**src/design/efg_pkg.sv**
```systemverilog
// Shared types and constants for the event flag group with waiter slots.
// Used by efg_match, efg_slot_table and event_flag_group_with_waiters.
package efg_pkg;

   localparam int EVENT_BITS = 32;
   localparam int TIMEOUT_BITS = 16;
   localparam int SLOT_BITS = 3;
   localparam int DEF_WAITER_SLOTS = 8;

   typedef enum logic [1:0] {
      OP_POST = 2'd0,
      OP_WAIT = 2'd1,
      OP_TICK = 2'd2
   } op_type;

   typedef enum logic [2:0] {
      RS_POST_DONE = 3'd0,
      RS_SATISFIED = 3'd1,
      RS_WOKEN     = 3'd2,
      RS_TIMED_OUT = 3'd3,
      RS_NO_WAIT   = 3'd4,
      RS_SLOT_BUSY = 3'd5
   } status_type;

   typedef enum logic [1:0] {
      S_IDLE,
      S_WAIT,
      S_WALK,
      S_ACK
   } state_type;

   typedef struct packed {
      logic [1:0]              op;
      logic [EVENT_BITS-1:0]   value_bits;
      logic [EVENT_BITS-1:0]   post_mask;
      logic [SLOT_BITS-1:0]    waiter_slot;
      logic                    require_all;
      logic                    reset_first;
      logic                    consume;
      logic [TIMEOUT_BITS-1:0] timeout_ticks;
   } req_word_type;

   typedef struct packed {
      logic [2:0]            status;
      logic [SLOT_BITS-1:0]  slot_id;
      logic [EVENT_BITS-1:0] matched_bits;
      logic [EVENT_BITS-1:0] previous_bits;
      logic [EVENT_BITS-1:0] events_now;
      logic                  last;
   } rsp_word_type;

   typedef struct packed {
      logic [EVENT_BITS-1:0]   interest;
      logic                    need_all;
      logic                    consume;
      logic                    endless;
      logic [TIMEOUT_BITS-1:0] ticks;
   } slot_entry_type;

   typedef struct packed {
      logic park;
      logic free;
      logic dec;
   } slot_cmd_type;

endpackage

```
**src/design/event_flag_group_with_waiters.sv**
```systemverilog
// Event flag word with WAITER_SLOTS waiter slots; a small sequencer walks the slot
// table through one shared match unit. Post and tick items are taken in the idle
// state, then walk every waiter slot (WAITER_SLOTS, 8 by default), one slot per
// cycle through the single match unit while no result word waits on a stalled
// port; a post then adds an acknowledgement state. A wait item is taken in the
// idle state and tested in the wait state. The wait and acknowledgement states
// also hold while a stalled result port has a word waiting. Results of a post
// come as woken words in ascending slot order and then the acknowledgement; the
// next item is taken while the final result waits in the output register.
// Depends on efg_pkg, efg_match and efg_slot_table.
module event_flag_group_with_waiters #(
   parameter int WAITER_SLOTS = efg_pkg::DEF_WAITER_SLOTS
) (
   input  logic                  clock,
   input  logic                  reset,
   input  logic                  req_valid,
   output logic                  req_stall,
   input  efg_pkg::req_word_type req_word,
   output logic                  rsp_valid,
   input  logic                  rsp_stall,
   output efg_pkg::rsp_word_type rsp_word
);
   import efg_pkg::*;

   localparam int IDX_W = (WAITER_SLOTS > 1) ? $clog2(WAITER_SLOTS) : 1;
   localparam logic [IDX_W-1:0] LAST_IDX = IDX_W'(WAITER_SLOTS - 1);

   state_type             state_ff;
   state_type             state_in;
   req_word_type          req_ff;
   logic [EVENT_BITS-1:0] ew_ff;
   logic [EVENT_BITS-1:0] ew_in;
   logic [EVENT_BITS-1:0] prev_ff;
   logic [EVENT_BITS-1:0] prev_in;
   logic [EVENT_BITS-1:0] accum_ff;
   logic [EVENT_BITS-1:0] accum_in;
   logic [IDX_W-1:0]      idx_ff;
   logic [IDX_W-1:0]      idx_in;
   logic                  rsp_valid_ff;
   rsp_word_type          rsp_ff;

   logic                  acc;
   logic                  out_free;
   logic                  emit;
   logic                  step;
   rsp_word_type          rsp_new;

   logic [EVENT_BITS-1:0] m_word;
   logic [EVENT_BITS-1:0] m_interest;
   logic                  m_all;
   logic [EVENT_BITS-1:0] m_hit;

   slot_cmd_type            cmd;
   slot_entry_type          wr_entry;
   slot_entry_type          entry;
   logic [IDX_W-1:0]        slot_idx;
   logic [WAITER_SLOTS-1:0] pending;
   logic [WAITER_SLOTS-1:0] expire;
   logic [WAITER_SLOTS-1:0] above;
   logic                    busy;
   logic                    is_post;
   logic                    pend_cur;
   logic                    fire;

   assign acc       = req_valid && (state_ff == S_IDLE);
   assign req_stall = (state_ff != S_IDLE);
   assign out_free  = !rsp_valid_ff || !rsp_stall;
   assign is_post   = (req_ff.op == OP_POST);

   assign slot_idx = IDX_W'(req_ff.waiter_slot);
   assign busy     = (32'(req_ff.waiter_slot) >= 32'(WAITER_SLOTS)) || pending[slot_idx];
   assign pend_cur = pending[idx_ff];

   // one match unit serves the wait test and every step of the post walk
   assign m_word     = (state_ff == S_WAIT && req_ff.reset_first) ? '0 : ew_ff;
   assign m_interest = (state_ff == S_WAIT) ? req_ff.value_bits : entry.interest;
   assign m_all      = (state_ff == S_WAIT) ? req_ff.require_all : entry.need_all;

   efg_match u_match (
      .word     (m_word),
      .interest (m_interest),
      .need_all (m_all),
      .hit      (m_hit)
   );

   assign wr_entry.interest = req_ff.value_bits;
   assign wr_entry.need_all = req_ff.require_all;
   assign wr_entry.consume  = req_ff.consume;
   assign wr_entry.endless  = &req_ff.timeout_ticks;
   assign wr_entry.ticks    = req_ff.timeout_ticks;

   efg_slot_table #(
      .WAITER_SLOTS (WAITER_SLOTS),
      .IDX_W        (IDX_W)
   ) u_slots (
      .clock    (clock),
      .reset    (reset),
      .cmd      (cmd),
      .wr_idx   (slot_idx),
      .wr_entry (wr_entry),
      .rd_idx   (idx_ff),
      .rd_entry (entry),
      .pending  (pending),
      .expire   (expire)
   );

   // slots above the walk position, for the last flag of a tick
   always_comb begin
      for (int j = 0; j < WAITER_SLOTS; j++) begin
         above[j] = (32'(j) > 32'(idx_ff));
      end
   end

   assign fire = is_post ? (pend_cur && (m_hit != '0)) : expire[idx_ff];

   // datapath and handshake controls
   always_comb begin
      emit     = 1'b0;
      step     = 1'b0;
      rsp_new  = '0;
      ew_in    = ew_ff;
      prev_in  = prev_ff;
      accum_in = accum_ff;
      idx_in   = idx_ff;
      cmd      = '0;
      unique case (state_ff)
         S_IDLE: begin
            idx_in = '0;
            if (acc && req_word.op == OP_POST) begin
               prev_in  = ew_ff & req_word.post_mask;
               ew_in    = (ew_ff & ~req_word.post_mask) |
                          (req_word.value_bits & req_word.post_mask);
               accum_in = '0;
            end
         end
         S_WAIT: begin
            if (out_free) begin
               rsp_new.slot_id = req_ff.waiter_slot;
               rsp_new.last    = 1'b1;
               if (busy) begin
                  emit               = 1'b1;
                  rsp_new.status     = RS_SLOT_BUSY;
                  rsp_new.events_now = ew_ff;
               end else if (m_hit != '0) begin
                  emit                 = 1'b1;
                  ew_in                = req_ff.consume ? (m_word & ~m_hit) : m_word;
                  rsp_new.status       = RS_SATISFIED;
                  rsp_new.matched_bits = m_hit;
                  rsp_new.events_now   = ew_in;
               end else if (req_ff.timeout_ticks == '0) begin
                  emit               = 1'b1;
                  ew_in              = m_word;
                  rsp_new.status     = RS_NO_WAIT;
                  rsp_new.events_now = m_word;
               end else begin
                  ew_in    = m_word;
                  cmd.park = 1'b1;
               end
            end
         end
         S_WALK: begin
            if (!fire || out_free) begin
               step   = 1'b1;
               idx_in = (idx_ff == LAST_IDX) ? '0 : idx_ff + 1'b1;
               rsp_new.slot_id    = SLOT_BITS'(idx_ff);
               rsp_new.events_now = ew_ff;
               if (fire) begin
                  emit     = 1'b1;
                  cmd.free = 1'b1;
                  if (is_post) begin
                     rsp_new.status       = RS_WOKEN;
                     rsp_new.matched_bits = m_hit;
                     if (entry.consume) begin
                        accum_in = accum_ff | m_hit;
                     end
                  end else begin
                     rsp_new.status = RS_TIMED_OUT;
                     rsp_new.last   = ((expire & above) == '0);
                  end
               end else if (!is_post && pend_cur && !entry.endless) begin
                  cmd.dec = 1'b1;
               end
            end
         end
         S_ACK: begin
            if (out_free) begin
               emit                  = 1'b1;
               ew_in                 = ew_ff & ~accum_ff;
               rsp_new.status        = RS_POST_DONE;
               rsp_new.previous_bits = prev_ff;
               rsp_new.events_now    = ew_in;
               rsp_new.last          = 1'b1;
            end
         end
         default: begin
            idx_in = '0;
         end
      endcase
   end

   // next state
   always_comb begin
      state_in = state_ff;
      unique case (state_ff)
         S_IDLE: begin
            if (acc) begin
               case (req_word.op)
                  OP_POST, OP_TICK: state_in = S_WALK;
                  OP_WAIT:          state_in = S_WAIT;
                  default:          state_in = S_IDLE;
               endcase
            end
         end
         S_WAIT: begin
            if (out_free) begin
               state_in = S_IDLE;
            end
         end
         S_WALK: begin
            if (step && idx_ff == LAST_IDX) begin
               state_in = is_post ? S_ACK : S_IDLE;
            end
         end
         S_ACK: begin
            if (out_free) begin
               state_in = S_IDLE;
            end
         end
         default: state_in = S_IDLE;
      endcase
   end

   always_ff @(posedge clock) begin
      if (reset) begin
         state_ff     <= S_IDLE;
         ew_ff        <= '0;
         prev_ff      <= '0;
         accum_ff     <= '0;
         idx_ff       <= '0;
         rsp_valid_ff <= 1'b0;
      end else begin
         state_ff <= state_in;
         ew_ff    <= ew_in;
         prev_ff  <= prev_in;
         accum_ff <= accum_in;
         idx_ff   <= idx_in;
         if (emit) begin
            rsp_valid_ff <= 1'b1;
         end else if (!rsp_stall) begin
            rsp_valid_ff <= 1'b0;
         end
      end
   end

   // hold the item and the outgoing word
   always_ff @(posedge clock) begin
      if (acc) begin
         req_ff <= req_word;
      end
      if (emit) begin
         rsp_ff <= rsp_new;
      end
   end

   assign rsp_valid = rsp_valid_ff;
   assign rsp_word  = rsp_ff;

   a_ack_after_post: assert property (@(posedge clock) disable iff (reset)
      (state_ff == S_ACK) |-> is_post)
      else $error("acknowledgement state outside a post");

   a_accum_in_word: assert property (@(posedge clock) disable iff (reset)
      (state_ff == S_WALK && is_post) |-> ((accum_ff & ~ew_ff) == '0))
      else $error("consume bits outside the posted word");

   a_no_emit_on_accept: assert property (@(posedge clock) disable iff (reset)
      acc |-> !emit)
      else $error("result word produced while accepting an item");

   a_walk_ends: assert property (@(posedge clock) disable iff (reset)
      (state_ff == S_WALK && step && idx_ff == LAST_IDX && !is_post) |=>
         (state_ff == S_IDLE))
      else $error("tick walk did not return to idle");

endmodule

```
**src/design/efg_match.sv**
```systemverilog
// Shared match unit: any-of or all-of test of an event word against an interest set.
// Depends on efg_pkg.
module efg_match (
   input  logic [efg_pkg::EVENT_BITS-1:0] word,
   input  logic [efg_pkg::EVENT_BITS-1:0] interest,
   input  logic                           need_all,
   output logic [efg_pkg::EVENT_BITS-1:0] hit
);
   import efg_pkg::*;

   logic [EVENT_BITS-1:0] raw;

   assign raw = word & interest;
   // all-of mode: a partial hit counts as no hit
   assign hit = (need_all && (raw != interest)) ? '0 : raw;

endmodule

```
**src/design/efg_slot_table.sv**
```systemverilog
// Waiter slot table: pending flags in flip-flops, entry payload without reset.
// Depends on efg_pkg; driven by the sequencer in event_flag_group_with_waiters.
module efg_slot_table #(
   parameter int WAITER_SLOTS = efg_pkg::DEF_WAITER_SLOTS,
   parameter int IDX_W = (WAITER_SLOTS > 1) ? $clog2(WAITER_SLOTS) : 1
) (
   input  logic                         clock,
   input  logic                         reset,
   input  efg_pkg::slot_cmd_type        cmd,
   input  logic [IDX_W-1:0]             wr_idx,
   input  efg_pkg::slot_entry_type      wr_entry,
   input  logic [IDX_W-1:0]             rd_idx,
   output efg_pkg::slot_entry_type      rd_entry,
   output logic [WAITER_SLOTS-1:0]      pending,
   output logic [WAITER_SLOTS-1:0]      expire
);
   import efg_pkg::*;

   slot_entry_type            table_ff [WAITER_SLOTS];
   logic [WAITER_SLOTS-1:0]   pending_ff;
   logic [WAITER_SLOTS-1:0]   pending_in;

   always_comb begin
      pending_in = pending_ff;
      if (cmd.park) begin
         pending_in[wr_idx] = 1'b1;
      end
      if (cmd.free) begin
         pending_in[rd_idx] = 1'b0;
      end
   end

   always_ff @(posedge clock) begin
      if (reset) begin
         pending_ff <= '0;
      end else begin
         pending_ff <= pending_in;
      end
   end

   always_ff @(posedge clock) begin
      if (cmd.park) begin
         table_ff[wr_idx] <= wr_entry;
      end
      if (cmd.dec) begin
         table_ff[rd_idx].ticks <= table_ff[rd_idx].ticks - 1'b1;
      end
   end

   // a slot expires on the next tick when it has one tick or none left
   always_comb begin
      for (int i = 0; i < WAITER_SLOTS; i++) begin
         expire[i] = pending_ff[i] && !table_ff[i].endless &&
                     (table_ff[i].ticks[TIMEOUT_BITS-1:1] == '0);
      end
   end

   assign rd_entry = table_ff[rd_idx];
   assign pending  = pending_ff;

   a_park_free_slot: assert property (@(posedge clock) disable iff (reset)
      cmd.park |-> !pending_ff[wr_idx])
      else $error("park into a pending slot");

   a_free_pending: assert property (@(posedge clock) disable iff (reset)
      cmd.free |-> pending_ff[rd_idx])
      else $error("free of a slot that is not pending");

   a_dec_live: assert property (@(posedge clock) disable iff (reset)
      cmd.dec |-> (pending_ff[rd_idx] && !expire[rd_idx] && !cmd.free))
      else $error("countdown on an idle or expiring slot");

endmodule

```
**config.mk**
```make
export PLATFORM = sky130hd
export DESIGN_NAME = event_flag_group_with_waiters
export DESIGN_NICKNAME = d
export VERILOG_FILES = /design/src/design/efg_pkg.sv /design/src/design/event_flag_group_with_waiters.sv /design/src/design/efg_match.sv /design/src/design/efg_slot_table.sv
export SDC_FILE = /design/constraint.sdc
export NUM_CORES = 1
export LEC_CHECK = 0
export BUFFER_PORTS_ARGS = -buffer_cell sky130_fd_sc_hd__buf_2
export CAP_MARGIN = 10
export CORE_MARGIN = 4
export CORE_UTILIZATION = 45
export CTS_CLUSTER_SIZE = 8
export DETAILED_ROUTE_END_ITERATION = 10
export GPL_TIMING_DRIVEN = 0
export PLACE_DENSITY_LB_ADDON = 0.3
export SLEW_MARGIN = 40
export SYNTH_ARGS = -nofsm -noshare
export SYNTH_HDL_FRONTEND = slang
export SYNTH_SLANG_ARGS = --single-unit
```
**constraint.sdc**
```tcl
create_clock -name clock -period 10.34 [get_ports clock]
set_input_delay 0 -clock clock [delete_from_list [all_inputs] [get_ports clock]]
set_output_delay 0 -clock clock [all_outputs]
set_load 0.1 [all_outputs]
```
==> flow_metrics.py <==
metrics = {
    "worst_setup_path": {
        "rrSetupSlack_ps": 3090,
        "crit_path_top_delay_cell": "sky130_fd_sc_hd__clkbuf_1",
        "buffers_plus_inverters_on_the_worst_setup_path": 10,
        "r2r-end": "u_slots.table_ff[5][38]",
        "critical_path.startpoint": "state_ff[1]",
        "timing.critical_path.mode_cell": "sky130_fd_sc_hd__buf_2",
        "crit_path_start_kind": "flop",
        "worst-path-max-fanout": 10,
        "timing.rr.start": "state_ff[1]",
        "cpLargestDelayFamily": "buffers and inverters",
        "max_stage_delay_ps": 620,
        "reg2regPathDepth": 19,
        "critical_path.endpoint_type": "flop",
        "timing.critical_path.cells": "inv_1, ha_1, clkbuf_1, clkbuf_1, clkbuf_1, o31ai_1, nand2_1, nand4_1, nor3_1, o211ai_2, a21oi_2, nand3b_2, buf_2, nor3_2, buf_2, buf_4, buf_2, buf_4, buf_2",
        "critPathArrivalTime_ps": 7590,
        "worst_ep_required_time_ps": 10670,
        "worstSetupPathType": "flop to flop",
    },
    "timing": {
        "finalHoldViolations": 0,
        "worst_slack_ps": 3090,
        "layout_min_cycle_time_ps": 7250,
        "final_skew_ps": 38.6,
        "rsz_0062_raised_after_global_routing": "false",
        "slew_hr_pct": 36.9,
        "tightest_slew_ps": 938,
        "fmax_ghz": 0.138,
        "finalCritPeriodShare_pct": 70.2,
        "timing.final.setup_violations": 0,
        "hold_ws_ps": 38.1,
        "drv_slew": 0,
    },
    "job": {
        "max-cap-violations": 0,
    },
    "pwr": {
        "power-per-cell-area_mw_per_mm2": 185,
        "power.leakage_nw": 11.8,
        "p_total_mw": 6.78,
        "power.ir.vdd_worst_uv": 126,
    },
    "outcome": {
        "status": "finished, final reports clean",
    },
    "min_path": {
        "worstHoldEndpoint": "req_ff[13]",
        "min_path_type": "primary input to flop",
        "hp-start": "req_word[13]",
        "min_path_cells": 2,
    },
    "clock_network": {
        "clock_insertion_delay_worst_skew_ps": 670,
        "cts-root-buf": "sky130_fd_sc_hd__clkbuf_16",
        "tritoncts": "yes",
        "path_clk_slew_ps": 50,
        "ctsLongestPathBuffers": 3,
        "depth_of_the_cts_h_tree": 3,
        "numCtsBuffers": 95,
        "cts_resized": 0,
        "cts.sinks": 680,
    },
    "yosys": {
        "netlist-cell-type-count": 89,
        "synth_cells": 2264,
        "synth_top_area_share_pct": 56.7,
        "synth_top_cells_by_area": "sky130_fd_sc_hd__edfxtp_1 (57%), sky130_fd_sc_hd__dfxtp_1 (7.5%), sky130_fd_sc_hd__mux2i_1 (4.3%)",
        "postSynthRegisterBits": 680,
        "ys.warnings.count": 0,
        "synth.net_count": 2366,
        "synth_sequential_area_ratio_pct": 64.2,
        "yosysTopAreaCell": "sky130_fd_sc_hd__edfxtp_1",
        "postSynth.asyncResetShare_pct": 0,
        "number_of_synthesized_flops_with_an_enable_pin": 567,
        "avgSynthCellArea_um2": 13.3,
        "synth_top_flop_cell": "sky130_fd_sc_hd__edfxtp_1",
        "syn_area_mm2": 0.0300,
    },
    "floorplan": {
        "boundaryPins": 197,
        "die_w_um": 266,
        "initial_utilization_pct": 45.5,
        "fp.coreArea_mm2": 0.0660,
        "num_rows": 94,
        "design.die.area_mm2": 0.0709,
        "chipHeight_um": 266,
    },
    "placed_design": {
        "hpwl_um": 76700,
        "dp_worst_setup_slack_ps": 3150,
        "placed_area_mm2": 0.0329,
        "dpl.cell_count": 3374,
        "gp_congestion": 1.00,
        "numPortBuffers": 196,
    },
    "final_layout": {
        "syn_to_final_growth_pct": 21.7,
        "num-fill-cells": 5318,
        "mostFrequentLayoutCells": "sky130_fd_sc_hd__edfxtp_1 (567), sky130_fd_sc_hd__buf_2 (228), sky130_fd_sc_hd__nand2_1 (161), sky130_fd_sc_hd__clkbuf_1 (136), sky130_fd_sc_hd__mux2i_1 (130)",
        "final_cell_area_mm2": 0.0365,
        "layout-drive-gt1-share_pct": 19.0,
        "mostFrequentLayoutCell": "sky130_fd_sc_hd__edfxtp_1",
        "nets": 2799,
        "final_cells": 3602,
    },
    "grt": {
        "globalRouteOverflowTotal": 0,
        "antenna_found_initial": 2,
        "maximum_number_of_pins_on_one_net_before_global_route_repair": 21,
        "first_global_vias": 22281,
        "grt_pass1_wl_um": 150000,
        "track_usage_pct": 28.8,
    },
    "detailed_routing": {
        "vias_per_cell": 6.28,
        "dr_total_vias": 22611,
        "routedWlPerCell_um": 28.8,
        "routed_wirelength_um": 104000,
        "drt_pass1_iterations": 6,
        "remaining_drc_errors": 0,
        "drtAntennaViolNets": 0,
        "drtIter0Drc": 2799,
    },
}
==> stage by stage <==
stage	TNS (ps)	util (%)
4_1_cts	0	55.4
5_1_grt	0	55.4
2_1_floorplan	0	-
3_5_place_dp	0	49.9
3_3_place_gp	-197860	48.6
6_report	0	55.4
==> registers in the layout, summed over array words and instances (netlist names), named ones only <==
| signal | flops |
|---|---|
| u_slots.table_ff | 408 |
| rsp_word | 103 |
| req_ff | 53 |
| accum_ff | 32 |
| prev_ff | 32 |
| u_slots.pending | 8 |
| idx_ff | 3 |
| slot_idx | 3 |
| state_ff | 2 |
| rsp_valid | 1 |
==> cell type report <==
type                    instances  area, um^2  area share (%)
diodes                          1        2.50         0.00685
flip-flops and latches        680       19300            52.8
clock inverters                 8         213           0.582
multi-input cells            1337        9800            26.8
repair buffers                336        2500            6.85
clock buffers                 129        2510            6.88
plain buffers                 157         803            2.20
well taps                     864        1080            2.96
inverters                      90         338           0.924
==> where the power goes <==
| part | total [mW] | switching [mW] | internal [mW] |
|---|---|---|---|
| clock network | 2.88 | 1.17 | 1.71 |
| logic | 0.782 | 0.550 | 0.232 |
| registers | 3.12 | 0.0664 | 3.05 |
| total | 6.78 | 1.79 | 4.99 |
==> metal layers <==
layer  routed length (um)  track usage [%]
met5                    0                0
met4                 5700             14.7
met3                10500             6.69
met2                46700             44.7
met1                40800             38.2
==> cells in the mapped netlist, drive strengths merged, types with 5 or more instances <==
master and count:
nor2b 59, a21bo 6, nand3b 19, and3 41
o31ai 10, a211oi 33, nor4 41, a22oi 32
a21boi 7, nor2 92, ha 10, o32ai 5
a31o 5, o211ai 32, nand2 161, or3 26
inv 87, dfxtp 113, nand4 21, nor3 27
a41oi 12, nand2b 21, o21ai 93, and2 18
edfxtp 567, clkbuf 105, o311a 13, a221oi 27
a31oi 32, a311oi 22, a22o 13, or4 5
o22ai 14, a21oi 117, mux2 25, xnor2 10
buf 52, nand3 53, mux4 50, mux2i 133
==> worst reg2reg max path, delay by kind of cell (launching register included) <==
family | cells | cell delay [ps]
AO/OA/AOI/OAI | 3 | 1120
flip-flops | 1 | 360
AND/OR/NAND/NOR | 5 | 1920
adder cells (fa/ha/maj) | 1 | 230
buffers and inverters | 10 | 3290
==> how the worst max path moves through the flow <==
stage	endpoint	slack (ps)	depth (start not counted)
after floorplan	rsp_word[0]	1860	16
after global placement	rsp_word[74]	-1690	16
after detailed placement	u_slots.table_ff[5][38]	3150	19
after CTS	u_slots.table_ff[5][38]	3060	19
after global routing	u_slots.table_ff[5][38]	2990	19
final	u_slots.table_ff[5][38]	3090	19
==> timing repair <==
item | in CTS | in global routing
hold buffers | 90 | 0
buffers inserted | 0 | 0
endpoints found under the hold margin | 132 | 0
==> cells by family after synthesis <==
group                      share of synthesized area [%]
adders and majority gates                          0.417
DFF                                                 64.2
AOI/OAI and AO/OA                                   11.5
and+or+nand+nor                                     10.4
xor gates and xnor gates                           0.408
muxes                                               9.22
buffers and inverters                               3.78
Power figures use the tool's default switching activity.
